==> src/hdl/gbs_pkg.sv <==
// shared types and constants of the greedy box suppression block
package gbs_pkg;

   localparam int COORD_W     = 12;
   localparam int SIZE_W      = 11;
   localparam int SCORE_W     = 16;
   localparam int THR_W       = 16;
   localparam int KEPT_W      = 6;
   localparam int MAX_RESULTS = 64;
   localparam int RES_CNT_W   = 7;
   localparam logic [THR_W-1:0] THR_RESET = 16'd32768;

   typedef struct packed {
      logic signed [COORD_W-1:0] box_center_x;
      logic signed [COORD_W-1:0] box_center_y;
      logic        [SIZE_W-1:0]  box_width;
      logic        [SIZE_W-1:0]  box_height;
      logic        [SCORE_W-1:0] score;
      logic                      last_box;
   } req_type;

   typedef struct packed {
      logic [KEPT_W-1:0] kept_index;
      logic              last_kept;
   } rsp_type;

   typedef struct packed {
      logic signed [COORD_W-1:0] box_center_x;
      logic signed [COORD_W-1:0] box_center_y;
      logic        [SIZE_W-1:0]  box_width;
      logic        [SIZE_W-1:0]  box_height;
   } box_type;

   typedef struct packed {
      box_type                box;
      logic [SCORE_W-1:0]     score;
   } entry_type;

   typedef enum logic [3:0] {
      ST_LOAD,
      ST_RK_HEAD,
      ST_RK_CAP,
      ST_RK_SCAN,
      ST_RK_WR,
      ST_NM_HEAD,
      ST_NM_CHK,
      ST_NM_KEEP,
      ST_NM_PUSH,
      ST_NM_RD_J,
      ST_NM_RD_B,
      ST_NM_IOU,
      ST_NM_WAIT,
      ST_NM_FIN
   } state_type;

endpackage

==> src/hdl/gbs_iou.sv <==
// four-stage pairwise overlap test: intersection against threshold times union
module gbs_iou (
   input  logic                        clock,
   input  logic                        reset,
   input  logic                        start,
   input  gbs_pkg::box_type            box_a,
   input  gbs_pkg::box_type            box_b,
   input  logic [gbs_pkg::THR_W-1:0]   threshold,
   output logic                        done,
   output logic                        suppress
);

   localparam int XW = gbs_pkg::COORD_W + 1;
   localparam int DW = gbs_pkg::COORD_W + 2;
   localparam int SW = gbs_pkg::SIZE_W;
   localparam int AW = 2 * gbs_pkg::SIZE_W;
   localparam int UW = AW + 1;
   localparam int LW = AW + 16;
   localparam int RW = UW + gbs_pkg::THR_W;

   logic [3:0] vld_ff;

   logic signed [XW-1:0] ax0, ax1, ay0, ay1, bx0, bx1, by0, by1;
   logic signed [XW-1:0] lo_x, hi_x, lo_y, hi_y;
   logic signed [DW-1:0] dx, dy;
   logic [SW-1:0] iw_in, ih_in, aw_in, ah_in, bw_in, bh_in;

   logic [SW-1:0] iw_ff, ih_ff, aw_ff, ah_ff, bw_ff, bh_ff;
   logic [AW-1:0] inter_ff, area_a_ff, area_b_ff;
   logic [AW-1:0] inter2_ff;
   logic [UW-1:0] uni_ff;
   logic          supp_ff;
   logic [LW-1:0] lhs;
   logic [RW-1:0] rhs;

   always_comb begin
      ax0 = XW'(box_a.box_center_x) - XW'($signed({1'b0, box_a.box_width[SW-1:1]}));
      ax1 = XW'(box_a.box_center_x) + XW'($signed({1'b0, box_a.box_width[SW-1:1]}));
      ay0 = XW'(box_a.box_center_y) - XW'($signed({1'b0, box_a.box_height[SW-1:1]}));
      ay1 = XW'(box_a.box_center_y) + XW'($signed({1'b0, box_a.box_height[SW-1:1]}));
      bx0 = XW'(box_b.box_center_x) - XW'($signed({1'b0, box_b.box_width[SW-1:1]}));
      bx1 = XW'(box_b.box_center_x) + XW'($signed({1'b0, box_b.box_width[SW-1:1]}));
      by0 = XW'(box_b.box_center_y) - XW'($signed({1'b0, box_b.box_height[SW-1:1]}));
      by1 = XW'(box_b.box_center_y) + XW'($signed({1'b0, box_b.box_height[SW-1:1]}));
      lo_x = (ax0 > bx0) ? ax0 : bx0;
      hi_x = (ax1 < bx1) ? ax1 : bx1;
      lo_y = (ay0 > by0) ? ay0 : by0;
      hi_y = (ay1 < by1) ? ay1 : by1;
      dx = DW'(hi_x) - DW'(lo_x);
      dy = DW'(hi_y) - DW'(lo_y);
      iw_in = (dx > 0) ? SW'(dx) : '0;
      ih_in = (dy > 0) ? SW'(dy) : '0;
      // spans are twice the truncated half sizes
      aw_in = {box_a.box_width[SW-1:1], 1'b0};
      ah_in = {box_a.box_height[SW-1:1], 1'b0};
      bw_in = {box_b.box_width[SW-1:1], 1'b0};
      bh_in = {box_b.box_height[SW-1:1], 1'b0};
      lhs = {inter2_ff, 16'b0};
      rhs = RW'(threshold) * RW'(uni_ff);
   end

   always_ff @(posedge clock) begin
      if (reset) begin
         vld_ff <= '0;
      end else begin
         vld_ff <= {vld_ff[2:0], start};
      end
   end

   always_ff @(posedge clock) begin
      iw_ff     <= iw_in;
      ih_ff     <= ih_in;
      aw_ff     <= aw_in;
      ah_ff     <= ah_in;
      bw_ff     <= bw_in;
      bh_ff     <= bh_in;
      inter_ff  <= AW'(iw_ff) * AW'(ih_ff);
      area_a_ff <= AW'(aw_ff) * AW'(ah_ff);
      area_b_ff <= AW'(bw_ff) * AW'(bh_ff);
      inter2_ff <= inter_ff;
      uni_ff    <= UW'(area_a_ff) + UW'(area_b_ff) - UW'(inter_ff);
      // zero union never suppresses
      supp_ff   <= (uni_ff != '0) && (RW'(lhs) > rhs);
   end

   assign done     = vld_ff[3];
   assign suppress = supp_ff;

endmodule

==> config.mk <==
export PLATFORM = sky130hd
export DESIGN_NAME = gbs_iou
export DESIGN_NICKNAME = d
export VERILOG_FILES = /design/src/hdl/gbs_pkg.sv /design/src/hdl/gbs_iou.sv
export SDC_FILE = /design/constraint.sdc
export NUM_CORES = 2
export LEC_CHECK = 0
export ABC_AREA = 1
export ABC_CLOCK_PERIOD_IN_PS = 18490
export BUFFER_PORTS_ARGS = -buffer_cell sky130_fd_sc_hd__buf_2
export CORE_MARGIN = 3
export CORE_UTILIZATION = 30
export CTS_CLUSTER_DIAMETER = 100
export DETAILED_ROUTE_END_ITERATION = 12
export PLACE_DENSITY_LB_ADDON = 0.15
export SLEW_MARGIN = 0
export SYNTH_ARGS = -nofsm -noshare
export SYNTH_HDL_FRONTEND = slang
export SYNTH_SLANG_ARGS = --single-unit
export TNS_END_PERCENT = 50
==> constraint.sdc <==
create_clock -name clock -period 18.49 [get_ports clock]
set_input_delay 1.849 -clock clock [delete_from_list [all_inputs] [get_ports clock]]
set_output_delay 1.849 -clock clock [all_outputs]
set_load 0.01 [all_outputs]
==> summary.md <==
| Metric | Value |
|---|---|
| Outcome | completed |
| DP Area | 37400 µm² |
| Min-delay src | inter_ff[0] |
| CP required | 18.83 ns |
| Synth Area per Inst | 7.59 µm² |
| Slew Limit Fails | 0 |
| Gpl congestion | 0.849 |
| Layout cells sized above 1 | 0.0435 |
| R2r endpoint | suppress |
| Min-delay worst type | reg -> reg |
| EDFF count, synth | 0 |
| Met1 GRT Util | 0.215 |
| Die Width | 350 µm |
| R2R setup slack | 10.38 ns |
| Hold-fix buffers, CTS | 0 |
| Clock sinks | 173 |
| Critical Path End Type | register |
| Port Buffers | 108 |
| Startpoint types | input pin |
| Core area | 117000 µm² |
| Hold-critical path depth | 0 |
| Dpl hpwl | 80.1 mm |
| Yosys cell types | 55 |
| Routed length per instance | 15.2 µm |
| Worst Path Max Fanout | 23 |
| Post-route DRC | 0 |
| Gr busiest metal | met2 |
| Layout area overhead | 7.20% |
| H-tree depth | 4 |
| Die area | 122000 µm² |
| Vias/cell | 4.45 |
| Slew of the pin with the lowest slew margin | 1.10 ns |
| Reg2reg start | uni_ff[8] |
| Number of hold violations in the final report | 0 |
| Cell area after layout | 38000 µm² |
| Main flop type after synthesis | dfxtp_1 |
| Total CTS buffers | 17 |
| Slowest stage delay, CP | 0.58 ns |
| Die Height | 350 µm |
| Worst EP arrival | 9.31 ns |
| Total track usage | 0.161 |
| Initial antenna violation count | 0 |
| Max Cap Violations | 0 |
| Setup TNS Final | 0 ns |
| Ports | 113 |
| R2R depth | 35 |
| Routed WL | 94.3 mm |
| Syn nets | 5789 |
| Later-pin clock latency in the skew report | 0.48 ns |
| Largest net degree at the start of global routing | 27 |
| Initial core utilization | 0.304 |
| Setup ws final | 9.52 ns |
| Post-CTS Setup Inserts | 0 |
| Clock slew at reported path FFs | 0.08 ns |
| Routed Antenna Nets | 0 |
| Met2 GRT Util | 0.288 |
| Pre-antenna DRT Iters | 5 |
| Maximum root-to-sink buffer count | 2 |
| Skew final | 0.0111 ns |
| Root buf cell | clkbuf_16 |
| # rows | 125 |
| Vias in the first global route | 29300 |
| Leading cell type in the layout, fill and taps excluded | inv_1 |
| Routed vias | 27500 |
| Async set or reset register ratio after synthesis | 0 |
| Final period util | 0.485 |
| Yosys reg bits | 173 |
| Commonest non-fill, non-tap cells in the layout | inv_1 (1203), nand2_1 (1092), fa_1 (526) |
| Sequential share of the synthesized area | 0.0977 |
| Max Fclk | 112 MHz |
| CP Class | in -> reg |
| CTS tree | done |
| Post-CTS sizing | 0 |
| Slowest stage cell, crit path | fa_1 |
| Post-layout net count | 5770 |
| Slew HR | 0.263 |
| Syn Inst Count | 4672 |
| Met3 usage | 0.0117 |
| First-pass GRT wire length | 157 mm |
| Worst hold endpoint | uni_ff[0] |
| RSZ-0062 raised after global routing | false |
| Pre-CTS WS | 8.95 ns |
| Mapped cell area | 35500 µm² |
| Grt total ovfl | 0 |
| Iter 0 DRT Violations | 1116 |
| # setup viols final | 0 |
| Final worst path period need | 8.97 ns |
| Yosys warning count | 0 |
[synthesized netlist by cell type (all sizes together), types with 3 or more instances]
master	number	area share
a21oi	227	0.033
nor4	11	0.0019
nand4	39	0.0069
xor2	149	0.037
xnor2	48	0.012
nand3	71	0.010
o21ai	166	0.025
and2	8	0.0014
clkbuf	143	0.015
fa	526	0.30
or2	3	0.00053
dfxtp	173	0.098
o31ai	10	0.0026
a21o	19	0.0040
o21bai	19	0.0041
a31oi	20	0.0039
buf	22	0.0034
o2111ai	4	0.0013
nor3	17	0.0024
inv	1208	0.13
o21a	5	0.0011
o211ai	9	0.0019
ha	480	0.17
nand3b	5	0.0011
a21boi	9	0.0021
nor2	173	0.018
nand2	1095	0.12
a211oi	4	0.00085
[sequential cells by signal (all words and copies together) (netlist names)]
signal,cells
ah_ff,10
area_a_ff,20
area_b_ff,20
aw_ff,10
bh_ff,10
bw_ff,10
ih_ff,11
inter2_ff,21
inter_ff,22
iw_ff,11
suppress,1
uni_ff,23
vld_ff,4
[layout make-up]
| class | instances | area, µm² |
|---|---|---|
| Fill cell | 12800 | 78700 |
| Multi-Input combinational cell | 3125 | 26800 |
| Inverter | 1209 | 4540 |
| Sequential cell | 173 | 3460 |
| Tap cell | 1524 | 1910 |
| Timing Repair Buffer | 127 | 683 |
| Clock buffer | 17 | 425 |
| Clock inverter | 15 | 179 |
| Antenna cell | 2 | 5.00 |
[stage by stage]
stage | util | hold WS, ns | cells
2_1_floorplan | - | 0.331 | 4672
3_3_place_gp | 0.321 | 0.342 | 6158
4_1_cts | 0.326 | 0.361 | 6190
5_1_grt | 0.326 | 0.360 | 6190
3_5_place_dp | 0.321 | 0.349 | 6158
6_report | 0.326 | 0.359 | 6192
[metal layers]
| layer | share of wire | vias to the layer above |
|---|---|---|
| li1 | - | 13900 |
| met1 | 0.48 | 13300 |
| met2 | 0.49 | 321 |
| met3 | 0.020 | 46 |
| met4 | 0.011 | 0 |
| met5 | 0 | - |
[worst max-delay path by stage]
stage	from	end	slack [ns]	cells after the start
after floorplan	threshold[1]	suppress	10.39	37
after global placement	threshold[1]	suppress	8.96	37
after detailed placement	threshold[1]	suppress	8.95	35
after CTS	threshold[1]	suppress	9.47	35
after global routing	threshold[1]	suppress	9.08	35
final	threshold[1]	suppress	9.52	35
[logic make-up (layout without fill, tap and decap cells)]
| logic type | count (synthesis) | count (layout) | share of synthesized area |
|---|---|---|---|
| and+or+nand+nor | 1424 | 1424 | 0.159 |
| buffers and inverters | 1374 | 1368 | 0.147 |
| adders and majority gates | 1006 | 1006 | 0.466 |
| other | 0 | 2 | 0 |
| DFF | 173 | 173 | 0.0977 |
| AOI/OAI and AO/OA | 498 | 498 | 0.0814 |
| xor gates and xnor gates | 197 | 197 | 0.0489 |
[worst max-delay path, delay by kind of cell]
kind	cells	cell delay, ns
and+or+nand+nor	13	1.45
adders and majority gates	8	3.79
buffers and inverters	7	0.87
xor gates and xnor gates	1	0.12
AOI/OAI and AO/OA	6	1.17
Power is left out: the tool's default activity adds up to more than one toggle a clock period on the data nets, which glitch-free logic cannot reach.
